==> src/rtl/rgpg_pkg.sv <==
// shared constants, types and the xorshift step function for the random gate pulse generator
package rgpg_pkg;

   localparam int SAMPLE_WIDTH = 16;
   localparam int PROB_WIDTH   = 15;
   localparam int LEN_WIDTH    = 20;
   localparam int SEED_WIDTH   = 32;
   localparam int FRAC_WIDTH   = 24;
   localparam int CSR_WIDTH    = 32;
   localparam int CSR_IDX_WIDTH = 2;

   localparam logic [PROB_WIDTH-1:0] Q_ONE        = 15'd16384;
   localparam logic signed [SAMPLE_WIDTH-1:0] HIGH_THRESH = 16'sd11469;
   localparam logic signed [SAMPLE_WIDTH-1:0] LOW_THRESH  = 16'sd4915;
   localparam logic [SEED_WIDTH-1:0] DEFAULT_SEED = 32'd2463534242;
   localparam logic [PROB_WIDTH-1:0] DEFAULT_PROB = 15'd8192;
   localparam logic [LEN_WIDTH-1:0]  DEFAULT_LEN  = 20'd96;

   localparam logic [CSR_IDX_WIDTH-1:0] CSR_BASE_PROB = 2'd0;
   localparam logic [CSR_IDX_WIDTH-1:0] CSR_PULSE_LEN = 2'd1;
   localparam logic [CSR_IDX_WIDTH-1:0] CSR_RNG_SEED  = 2'd2;

   typedef logic [SEED_WIDTH-1:0] rng_word_type;

   function automatic rng_word_type xorshift_next(input rng_word_type s);
      rng_word_type t;
      t = s ^ (s << 13);
      t = t ^ (t >> 17);
      t = t ^ (t << 5);
      return t;
   endfunction

endpackage

==> src/rtl/random_gate_pulse_generator_core.sv <==
// random gate pulse generator: schmitt clock edge, xorshift32 draw, pulse counter
// the result is registered and valid in the cycle after the input transfer
// throughput: one item per cycle while the output is not stalled; the output register drains while the next item enters
// the whole step (trigger, xorshift advance, 24-bit compare, count) sits before one register
// reset: synchronous, active high; registers but the gate output return to defaults, generator loads default seed
// no clearing pass after reset, the block accepts items on the first cycle after reset
module random_gate_pulse_generator_core
   import rgpg_pkg::*;
#(
   parameter int COUNT_WIDTH = 20
) (
   input  logic                           clock,
   input  logic                           reset,
   input  logic                           req_valid,
   output logic                           req_stall,
   input  logic signed [SAMPLE_WIDTH-1:0] req_clock_sample,
   input  logic signed [SAMPLE_WIDTH-1:0] req_prob_cv,
   output logic                           rsp_valid,
   input  logic                           rsp_stall,
   output logic                           rsp_gate,
   input  logic                           csr_write,
   input  logic [CSR_IDX_WIDTH-1:0]       csr_index,
   input  logic [CSR_WIDTH-1:0]           csr_data
);

   localparam logic [32:0] COUNT_MAX_WIDE = (33'd1 << COUNT_WIDTH) - 33'd1;
   localparam logic [31:0] COUNT_MAX      = COUNT_MAX_WIDE[31:0];

   logic [PROB_WIDTH-1:0]  base_prob_ff, base_prob_in;
   logic [LEN_WIDTH-1:0]   pulse_len_ff, pulse_len_in;
   logic                   clock_high_ff, clock_high_in;
   logic [COUNT_WIDTH-1:0] pulse_left_ff, pulse_left_in;
   rng_word_type           rng_state_ff, rng_state_in;
   logic                   rsp_valid_ff, rsp_valid_in;
   logic                   rsp_gate_ff, rsp_gate_in;

   logic                   req_take;
   logic [PROB_WIDTH-1:0]  prob;
   logic                   rise;
   rng_word_type           rng_next;
   logic                   fire;
   logic [31:0]            len_wide;
   logic [31:0]            load_wide;
   logic [COUNT_WIDTH-1:0] count_after;

   assign req_stall = rsp_valid_ff && rsp_stall;
   assign req_take  = req_valid && !req_stall;
   assign rsp_valid = rsp_valid_ff;
   assign rsp_gate  = rsp_gate_ff;

   // probability select and clamp
   always_comb begin
      if (req_prob_cv == '0) begin
         prob = (base_prob_ff > Q_ONE) ? Q_ONE : base_prob_ff;
      end else if (req_prob_cv < 0) begin
         prob = '0;
      end else if (req_prob_cv > $signed({1'b0, Q_ONE})) begin
         prob = Q_ONE;
      end else begin
         prob = req_prob_cv[PROB_WIDTH-1:0];
      end
   end

   assign rise     = !clock_high_ff && (req_clock_sample >= HIGH_THRESH);
   assign rng_next = xorshift_next(rng_state_ff);
   assign fire     = rise && ({1'b0, rng_next[SEED_WIDTH-1 -: FRAC_WIDTH]} <= {prob, 10'b0});

   // pulse length with zero and counter saturation
   always_comb begin
      len_wide = {{(32 - LEN_WIDTH){1'b0}}, pulse_len_ff};
      if (len_wide == '0) begin
         load_wide = 32'd1;
      end else if (len_wide > COUNT_MAX) begin
         load_wide = COUNT_MAX;
      end else begin
         load_wide = len_wide;
      end
   end

   assign count_after = fire ? load_wide[COUNT_WIDTH-1:0] : pulse_left_ff;

   always_comb begin
      base_prob_in  = base_prob_ff;
      pulse_len_in  = pulse_len_ff;
      clock_high_in = clock_high_ff;
      pulse_left_in = pulse_left_ff;
      rng_state_in  = rng_state_ff;
      rsp_valid_in  = rsp_valid_ff && rsp_stall;
      rsp_gate_in   = rsp_gate_ff;
      if (req_take) begin
         rsp_valid_in = 1'b1;
         rsp_gate_in  = (count_after != '0);
         if (count_after != '0) begin
            pulse_left_in = count_after - 1'b1;
         end else begin
            pulse_left_in = count_after;
         end
         if (rise) begin
            clock_high_in = 1'b1;
            rng_state_in  = rng_next;
         end else if (clock_high_ff && (req_clock_sample <= LOW_THRESH)) begin
            clock_high_in = 1'b0;
         end
      end
      if (csr_write) begin
         unique case (csr_index)
            CSR_BASE_PROB: base_prob_in = csr_data[PROB_WIDTH-1:0];
            CSR_PULSE_LEN: pulse_len_in = csr_data[LEN_WIDTH-1:0];
            CSR_RNG_SEED:  rng_state_in = (csr_data != '0) ? csr_data : DEFAULT_SEED;
            default: ;
         endcase
      end
   end

   always_ff @(posedge clock) begin
      if (reset) begin
         base_prob_ff  <= DEFAULT_PROB;
         pulse_len_ff  <= DEFAULT_LEN;
         clock_high_ff <= 1'b0;
         pulse_left_ff <= '0;
         rng_state_ff  <= DEFAULT_SEED;
         rsp_valid_ff  <= 1'b0;
      end else begin
         base_prob_ff  <= base_prob_in;
         pulse_len_ff  <= pulse_len_in;
         clock_high_ff <= clock_high_in;
         pulse_left_ff <= pulse_left_in;
         rng_state_ff  <= rng_state_in;
         rsp_valid_ff  <= rsp_valid_in;
      end
   end

   always_ff @(posedge clock) begin
      rsp_gate_ff <= rsp_gate_in;
   end

endmodule

==> config.mk <==
export PLATFORM = sky130hd
export DESIGN_NAME = random_gate_pulse_generator_core
export DESIGN_NICKNAME = d
export VERILOG_FILES = /design/src/rtl/rgpg_pkg.sv /design/src/rtl/random_gate_pulse_generator_core.sv
export SDC_FILE = /design/constraint.sdc
export NUM_CORES = 1
export LEC_CHECK = 0
export BUFFER_PORTS_ARGS = -buffer_cell sky130_fd_sc_hd__buf_4
export CAP_MARGIN = 0
export CORE_ASPECT_RATIO = 1.5
export CORE_MARGIN = 2
export CORE_UTILIZATION = 40
export CTS_CLUSTER_SIZE = 30
export DETAILED_ROUTE_END_ITERATION = 8
export GPL_TIMING_DRIVEN = 0
export SLEW_MARGIN = 20
export SYNTH_ARGS = -nofsm -noshare
export SYNTH_HDL_FRONTEND = slang
export SYNTH_SLANG_ARGS = --single-unit
==> constraint.sdc <==
create_clock -name clock -period 10.65 [get_ports clock]
set_clock_uncertainty 0.15 [all_clocks]
set_input_delay 0.5325 -clock clock [delete_from_list [all_inputs] [get_ports clock]]
set_output_delay 0.5325 -clock clock [all_outputs]
set_load 0.02 [all_outputs]
==> flow_summary.ini, run 1 <==
[grt]
antenna_found_initial = 0
grt_remaining_overflow = 0
grt_use_met2_pct = 50.8
gr-max-usage-layer = met2
grtUsageMet1_pct = 27.6
grt_pass1_wl_um = 33600
grt_pass1_vias = 6115
use_met3_pct = 3.12
grt_usage_pct = 27.1
grt_max_degree = 17

[clock_tree]
root_buffer = clkbuf_16
cts_max_level = 3
cts-resized-gates = 0
cts-hold-fix-buffers = 0
tritoncts = built
clock_sinks = 90
ctsLongestPathBuffers = 2
cts.clk_slew.worst_paths_ns = 0.07
post-cts-setup-buffers = 0
clk_latency_ns = 0.35
cts_buffers = 9

[setup_path]
crit_slowest_cell = a31oi_1
cp_num_buf_inv = 4
start_kind = primary input
crit_family = compound AO/OA/AOI/OAI gates
cp_data_arrival_time_ns = 7.58
cp.required_ns = 10.74
end_kind = flop
crit_type = primary input to flop
cpPeakStageDelay_ns = 0.77
path_cells = buf_4, nor4_1, nand4_1, a2111oi_0, clkbuf_1, a22oi_1, ha_1, and3_1, nand4_1, o21bai_1, a31o_2, a31oi_1, nor2_4, buf_2, mux2i_1, ha_1, or4b_2, nor2_1, and3_1, clkbuf_1, nor3_1, a21boi_0, o211a_1, a311o_1
cp_max_fo = 10

[timing]
fin_tns_setup_ns = 0
layout_worst_path_cycle_share_pct = 70.4
drv_slew = 0
max_freq_ghz = 0.133
finalSetupViolCount = 0
min_period_ns = 7.49
worstMarginPinSlew_ns = 1.05
hold_viol = 0
relSlewSlack_pct = 29.7
rsz0062_at_grt = false

[layout]
n_antenna_cell = 0
mostFrequentLayoutCells = nand2_1 (111), dfxtp_1 (89), nor2_1 (86), buf_4 (74), a21oi_1 (63)
drive_gt1_share_pct = 12.4
layoutNonFillerInstCount = 1085
final_common_cell = nand2_1
area_delta_synth_final_pct = 18.3
nNetsFinal = 967
fillers = 1563

[logic_synthesis]
synthArstFlopShare_pct = 0
ys.flop_type = dfxtp_1
synth_seq_area_share_pct = 30.0
ys_ff_latch = 90
yosysUniqueCellTypes = 69
synth-edff-count = 1
yosysWarnings = 0
synthCells = 796
syn_nets = 882
synth_area_per_cell_sq_um = 7.60
netlist_area_sq_um = 6050

[power]
p_int_w = 0.000771
power.switching_w = 0.000519
pwr-share-clk_pct = 26.2
pwr-share-seq_pct = 32.6
total_power_w = 0.00129
power.leakage_nw = 2.60
powerDensity_nw_per_um2 = 180
p_sw_share_pct = 40.2
irDropWorstVdd_mv = 0.0848
combPwrFrac_pct = 41.2

[routing]
drc = 0
route.vias.total = 6275
first_iter_violations = 349
wl_per_cell_um = 20.1
drt-total-wl_um = 21800
drt-pass1-iter-count = 4
via_per_inst = 5.78
postRouteAntennaNets = 0

[floorplan]
initial_core_util_pct = 40.5
die-area_sq_um = 16100
die_w_um = 104
top_level_ports = 74
row_count = 55
fp.coreArea_sq_um = 14900
fp.dieH_um = 155

[outcome]
status = completed

[place]
dpl.cell_count = 1069
gp_congestion = 0.919
hpwl_um = 17200
port_buffers = 73

[job]
cap_violations = 0

[hold_path]
hp-class = primary input to flop
==> power groups by stage <==
stage | Sequential, W | Combinational (W) | Clock, W
global route | 0.000426 | 0.000578 | 0.000353
detailed placement | 0.000426 | 0.000524 | 0
CTS | 0.000418 | 0.000526 | 0.000343
floorplan | 0.000415 | 0.000370 | 0
finish | 0.000420 | 0.000531 | 0.000338
global placement | 0.000426 | 0.000521 | 0
==> Yosys cell counts (12+ instances only) <==
| library cell | number | share of area (%) |
|---|---|---|
| nand2_1 | 111 | 6.9 |
| dfxtp_1 | 89 | 29 |
| nor2_1 | 86 | 5.3 |
| a21oi_1 | 63 | 5.2 |
| xnor2_1 | 50 | 7.2 |
| clkbuf_1 | 35 | 2.2 |
| nor3_1 | 30 | 2.5 |
| or3_1 | 26 | 2.7 |
| o21ai_0 | 25 | 2.1 |
| xor2_1 | 25 | 3.6 |
| nor4_1 | 22 | 2.3 |
| nand2b_1 | 18 | 1.9 |
| ha_1 | 15 | 3.1 |
| o22ai_1 | 13 | 1.3 |
| a22oi_1 | 12 | 1.5 |
| a311oi_1 | 12 | 1.7 |
| nand3_1 | 12 | 0.99 |
==> area by class of cell <==
class,count,area [sq um],area share [%]
Inverter,4,15.0,0.210
Clock buffer,9,225,3.15
Multi-Input combinational cell,655,4040,56.4
Clock inverter,7,75.1,1.05
Sequential cell,90,1810,25.3
Buffer,47,186,2.60
Tap cell,199,249,3.48
Timing Repair Buffer,74,556,7.76
==> registers in the layout (all words and copies together) (netlist names) <==
| name | flops |
|---|---|
| base_prob_ff | 15 |
| clock_high_ff | 1 |
| pulse_left_ff | 20 |
| pulse_len_ff | 20 |
| rng_state_ff | 32 |
| rsp_gate | 1 |
| rsp_valid | 1 |
==> worst reg2reg max path: stages (launching register included) <==
cell	delay, ns
dfxtp_1	0.33
nor4_1	0.34
nand4_1	0.13
a2111oi_0	0.70
clkbuf_1	0.44
a22oi_1	0.18
ha_1	0.31
and3_1	0.17
nand4_1	0.13
o21bai_1	0.19
a31o_2	0.27
a31oi_1	0.77
nor2_4	0.20
buf_2	0.28
mux2i_1	0.17
ha_1	0.31
or4b_2	0.69
nor2_1	0.25
and3_1	0.19
clkbuf_1	0.31
nor3_1	0.16
a21boi_0	0.19
o211a_1	0.25
a311o_1	0.27
==> path summary, 6_finish.rpt <==
kind	depth (start not counted)	start	slack (ns)	endpoint
setup reg to reg	23	base_prob_ff[9]	3.20	pulse_left_ff[5]
setup / recovery	24	req_prob_cv[0]	3.16	pulse_left_ff[5]
hold reg to reg	2	base_prob_ff[11]	0.32	base_prob_ff[11]
hold / removal	3	req_valid	0.24	rsp_valid
==> through the flow <==
step	instance area, sq um	hold WS [ns]	worst slack (ns)	util (%)
5_1_grt	7160	0.270	2.77	47.9
6_report	7160	0.244	3.16	47.9
2_1_floorplan	6050	0.299	4.34	-
3_5_place_dp	6860	0.317	2.91	45.9
4_1_cts	7160	0.242	3.29	47.9
3_3_place_gp	6850	0.312	2.91	45.8
==> logic make-up (layout without fill, tap and decap cells) <==
group                      after synthesis  in the layout  share of synthesized area [%]
AOI/OAI and AO/OA                      195            195                           21.2
adders and majority gates               15             15                           3.10
buffers and inverters                   51            141                           3.33
DFF                                     90             90                           30.0
xor gates and xnor gates                80             80                           12.5
and+or+nand+nor                        360            360                           29.0
muxes                                    5              5                          0.848
==> metal layers <==
layer  vias up  wire length [um]
li1       3072                 -
met1      2906              7860
met2       211             11500
met3        86               825
met4         0              1600
met5         -                 0
Note: power is estimated with default switching activity, not from simulation.
==> run 2, diff against run 1 <==
==> constraint.sdc (replaced) <==
create_clock -name clock -period 7 [get_ports clock]
set_clock_uncertainty 0.15 [all_clocks]
set_input_delay 0.35 -clock clock [delete_from_list [all_inputs] [get_ports clock]]
set_output_delay 0.35 -clock clock [all_outputs]
set_load 0.02 [all_outputs]
==> run 2 against run 1 <==
Compared with the run above: critical path depth stayed put; flip-flop and latch count is the same; register-to-register slack worse by 2.9 ns; global-route usage about the same; sequential power increased by 52%; wire length about the same; die area did not move; largest cell class unchanged; cell count barely moved; core utilization is 0.12 points higher; power increased by 52%; count of clock-buffer cells in the layout stayed put; via count fell by 0.19%.
==> flow_summary.ini, run 2 (synthesis gave the netlist of run 1 again) <==
[timing]
worstMarginPinSlew_ns = 0.867
worst_slack_ns = 0.307
hold_viol = 0
fin_tns_setup_ns = 0
relSlewSlack_pct = 41.4
finalSetupViolCount = 0
timing.hold.ws_ns = 0.0627
drv_slew = 0
max_freq_ghz = 0.149
layout_worst_path_cycle_share_pct = 95.6
min_period_ns = 6.69

[hold_path]
hp-start = req_valid
hold_end = rsp_valid
hp-class = primary input to flop
hold_path_depth = 3

[setup_path]
end_kind = flop
r2r_cells = 24
cp_max_fo = 10
cp.required_ns = 7.09
cp_data_arrival_time_ns = 6.78
crit_type = flop to flop
r2r-start = base_prob_ff[5]
rrSetupSlack_ns = 0.31
start_kind = flop
r2r_end = pulse_left_ff[5]

[job]
cap_violations = 0

[clock_tree]
root_buffer = clkbuf_16
cts-hold-fix-buffers = 0
post-cts-setup-buffers = 0
clock_sinks = 90
ctsLongestPathBuffers = 2
tritoncts = built
cts.clk_slew.worst_paths_ns = 0.07
clk_latency_ns = 0.35
cts_buffers = 9
cts_max_level = 3

[floorplan]
die-area_sq_um = 16100
fp.coreArea_sq_um = 14900
initial_core_util_pct = 40.5
row_count = 55
fp.dieH_um = 155
top_level_ports = 74
die_w_um = 104

[power]
power.leakage_nw = 2.61
powerDensity_nw_per_um2 = 274
irDropWorstVdd_mv = 0.129

[place]
dp_slack_ns = -0.554
place_area_sq_um = 6860
gp_congestion = 0.919
port_buffers = 73
hpwl_um = 17200

[grt]
grt_max_degree = 17
grt_remaining_overflow = 0
antenna_found_initial = 0
grt_pass1_vias = 6116
grt_pass1_wl_um = 33600
grt_usage_pct = 27.1

[routing]
drt-total-wl_um = 21800
wl_per_cell_um = 20.1
drt-pass1-iter-count = 5
drc = 0
via_per_inst = 5.78
route.vias.total = 6263
first_iter_violations = 391
postRouteAntennaNets = 0

[layout]
n_antenna_cell = 0
final_util_pct = 48.1
largest_reg_flops = 32
nNetsFinal = 966
mostFrequentLayoutCells = nand2_1 (111), dfxtp_1 (89), nor2_1 (86), buf_4 (74), a21oi_1 (63)
final_common_cell = nand2_1
drive_gt1_share_pct = 13.1
largest-register = rng_state_ff
area_delta_synth_final_pct = 18.6
largestRegisters = rng_state_ff (32), pulse_left_ff (20), pulse_len_ff (20)
finalInstanceArea_sq_um = 7180

[outcome]
status = completed
run 2: power by group:
part | switching (W) | leakage [nW] | total, W | internal (W)
registers | 0.0000673 | 0.735 | 0.000639 | 0.000571
logic | 0.000488 | 1.73 | 0.000810 | 0.000322
clock network | 0.000233 | 0.147 | 0.000514 | 0.000280
run 2: stage by stage:
| step | power [W] | instances |
|---|---|---|
| 2_1_floorplan | 0.00119 | 796 |
| 3_3_place_gp | 0.00144 | 1068 |
| 3_5_place_dp | 0.00145 | 1069 |
| 4_1_cts | 0.00196 | 1085 |
| 5_1_grt | 0.00207 | 1084 |
| 6_report | 0.00196 | 1084 |
run 2: layout make-up:
cell class / instances / area (sq um)
clock buffers: 9 / 225
plain buffers: 46 / 186
multi-input cells: 655 / 4060
well taps: 199 / 249
fillers: 1555 / 7760
inverters: 4 / 15.0
repair buffers: 74 / 556
flip-flops and latches: 90 / 1810
clock inverters: 7 / 75.1
run 2: critical path: stages, from the launching register on:
cell and delay, ns:
dfxtp_1 0.33, nor4_1 0.34, nand4_1 0.15, a2111oi_2 0.47, clkbuf_2 0.30, a22oi_1 0.13
ha_1 0.29, and3_1 0.17, nand4_1 0.13, o21bai_1 0.18, a31o_2 0.28, a31o_2 0.32
nand2_2 0.18, buf_6 0.18, clkbuf_2 0.27, nor2_1 0.08, a21oi_1 0.13, ha_1 0.31
or4b_2 0.69, nor2_1 0.25, and3_1 0.39, nor3_1 0.15, a21boi_0 0.18, o211a_1 0.25
a311o_1 0.27
run 2: worst max-delay path by stage:
stage | startpoint | endpoint | slack [ns] | cells past startpoint
floorplan | req_prob_cv[0] | pulse_left_ff[5] | 0.87 | 25
global placement | req_prob_cv[9] | pulse_left_ff[5] | -0.56 | 24
detailed placement | req_prob_cv[0] | pulse_left_ff[5] | -0.55 | 24
CTS | base_prob_ff[9] | pulse_left_ff[5] | 0.03 | 25
global route | base_prob_ff[5] | pulse_left_ff[5] | -0.03 | 24
finish | base_prob_ff[5] | pulse_left_ff[5] | 0.31 | 24
run 2: routing by layer:
layer / vias up / routed length [um] / GRT usage [%] / part of all wire [%]
li1: 3066 / - / - / -
met1: 2873 / 7750 / 27.6 / 36
met2: 237 / 11500 / 50.8 / 53
met3: 87 / 969 / 3.20 / 4.4
met4: 0 / 1580 / 18.9 / 7.2
met5: - / 0 / 0 / 0
run 2: what timing repair did:
item | 4_1_cts | 5_1_grt
gates resized for setup | 3 | 6
pin swaps | 0 | 0
setup endpoints to repair | 7 | 12
endpoints found under the hold margin | 0 | 0
==> run 3, diff against run 2 <==
--- a/config.mk
+++ b/config.mk
@@ -8,11 +8,13 @@
 export BUFFER_PORTS_ARGS = -buffer_cell sky130_fd_sc_hd__buf_4
 export CAP_MARGIN = 0
 export CORE_ASPECT_RATIO = 1.5
-export CORE_MARGIN = 2
+export CORE_MARGIN = 4
 export CORE_UTILIZATION = 40
 export CTS_CLUSTER_SIZE = 30
 export DETAILED_ROUTE_END_ITERATION = 8
 export GPL_TIMING_DRIVEN = 0
+export HOLD_SLACK_MARGIN = 0.1
+export SKIP_LAST_GASP = 1
 export SLEW_MARGIN = 20
 export SYNTH_ARGS = -nofsm -noshare
 export SYNTH_HDL_FRONTEND = slang
==> run 3 against run 2 <==
Compared with the run above: non-clock buffer count is 1 higher; sequential power barely moved; maximum frequency up 1.4%; via count is 3.6% higher; clock power is 1% lower; sequential share of layout area is 0.11 points lower; core utilization grew 1.1 points; cell count is essentially flat; critical path depth did not move; critical path type unchanged.
==> flow_summary.ini, run 3 (synthesis gave the netlist of run 1 again) <==
[hold_path]
hp-class = primary input to flop
hold_end = rng_state_ff[26]
hold_path_depth = 3
hp-start = csr_data[26]

[floorplan]
fp.dieH_um = 159
initial_core_util_pct = 41.3
row_count = 54
fp.coreArea_sq_um = 14700
die-area_sq_um = 17200
top_level_ports = 74
die_w_um = 108

[layout]
nNetsFinal = 967
drive_gt1_share_pct = 13.1
layoutNonFillerInstCount = 1083
mostFrequentLayoutCells = nand2_1 (111), dfxtp_1 (89), nor2_1 (86), buf_4 (74), a21oi_1 (63)
finalInstanceArea_sq_um = 7210
final_common_cell = nand2_1
largestRegisters = rng_state_ff (32), pulse_left_ff (20), pulse_len_ff (20)
largest-register = rng_state_ff
area_delta_synth_final_pct = 19.1
largest_reg_flops = 32

[routing]
drt-pass1-iter-count = 5
first_iter_violations = 416
drt-total-wl_um = 22700
route.vias.total = 6488
via_per_inst = 5.99
wl_per_cell_um = 21.0
postRouteAntennaNets = 0
drc = 0

[place]
dpl.cell_count = 1066
hpwl_um = 17900
port_buffers = 73
place_area_sq_um = 6850
gp_congestion = 0.958

[clock_tree]
clock_sinks = 90
ctsLongestPathBuffers = 2
tritoncts = built
clk_latency_ns = 0.35
cts_max_level = 3
cts.clk_slew.worst_paths_ns = 0.07
cts_buffers = 9
post-cts-setup-buffers = 0
root_buffer = clkbuf_16

[setup_path]
r2r-start = base_prob_ff[9]
rrSetupSlack_ns = 0.40
start_kind = flop
crit_type = flop to flop
end_kind = flop
cp_data_arrival_time_ns = 6.69
cp_max_fo = 10
r2r_end = pulse_left_ff[5]
r2r_cells = 24
cp.required_ns = 7.09

[power]
power.leakage_nw = 2.62
powerDensity_nw_per_um2 = 274
irDropWorstVdd_mv = 0.124

[grt]
grt_pass1_vias = 6470
grt_usage_pct = 26.8
grt_pass1_wl_um = 35200
grt_remaining_overflow = 0
antenna_found_initial = 0
grt_max_degree = 16

[timing]
max_freq_ghz = 0.151
min_period_ns = 6.60
finalSetupViolCount = 0
drv_slew = 0
hold_viol = 0
relSlewSlack_pct = 33.5
worstMarginPinSlew_ns = 0.988
layout_worst_path_cycle_share_pct = 94.3
rsz0062_at_grt = false

[job]
cap_violations = 0

[outcome]
status = completed
[run 3: changes by cell type in the layout (fill, tap and decap cells not counted), sizes merged]
cell	previous run	this run
clkinvlp	1	0
clkinv	2	3
dlygate4sd3	0	1
inv	7	4
diode	0	1
clkbuf	43	46
[run 3: final cells by class]
type / instances / area, sq um
clock buffers: 12 / 246
clock inverters: 4 / 52.6
multi-input cells: 655 / 4080
well taps: 196 / 245
flip-flops and latches: 90 / 1810
diodes: 1 / 2.50
inverters: 4 / 15.0
plain buffers: 46 / 189
repair buffers: 75 / 566
fillers: 1502 / 7460
[run 3: through the flow]
stage	setup TNS (ns)	hold WS, ns	worst slack, ns	utilization, %	power [W]
2_1_floorplan	0	0.299	0.872	-	0.00119
3_3_place_gp	-8.88	0.315	-0.781	46.7	0.00144
3_5_place_dp	-6.60	0.318	-0.668	46.7	0.00145
4_1_cts	0	0.102	0.0354	48.9	0.00196
5_1_grt	0	0.119	0.0352	49.1	0.00208
6_report	0	0.103	0.398	49.1	0.00197
[run 3: metal layers]
layer  vias up  part of all wire (%)  global-route usage [%]
met5         -                     0                       0
met4         0                   6.0                    16.7
met1      3028                    35                    27.9
li1       3070                     -                       -
met2       320                    53                    50.0
met3        70                   6.0                    3.45
[run 3: worst max path at each step]
stage	start	endpoint	cells after the start
5_1_grt	base_prob_ff[9]	pulse_left_ff[14]	25
6_report	base_prob_ff[9]	pulse_left_ff[5]	24
2_1_floorplan	req_prob_cv[0]	pulse_left_ff[5]	25
4_1_cts	base_prob_ff[9]	pulse_left_ff[5]	25
3_5_place_dp	req_prob_cv[9]	pulse_left_ff[5]	26
3_3_place_gp	req_prob_cv[9]	pulse_left_ff[5]	26
[run 3: worst max-delay path: stages (launching register included)]
cell and delay [ns]:
dfxtp_1 0.33, nor4_1 0.35, nand4_1 0.20, a2111oi_4 0.43
clkbuf_4 0.28, a22oi_1 0.09, ha_1 0.30, and3_1 0.18
nand4_1 0.12, o21bai_1 0.17, a31o_2 0.27, a31o_2 0.31
nand2_2 0.18, buf_6 0.19, clkbuf_2 0.28, nor2_1 0.09
a21oi_1 0.16, ha_1 0.31, or4b_2 0.69, nor2_1 0.25
and3_2 0.34, nor3_1 0.12, a21boi_0 0.18, o211a_1 0.26
a311o_1 0.26
[run 3: timing repair]
item,in CTS,in global routing
hold buffers,1,0
endpoints found under the hold margin,1,0
gates resized for setup,4,9
setup endpoints to repair,11,18
[run 3: power by group]
part	switching [W]	internal [W]	leakage (nW)	total [W]
combinational	0.000504	0.000324	1.74	0.000827
clock	0.000219	0.000288	0.147	0.000507
sequential	0.0000682	0.000572	0.735	0.000640
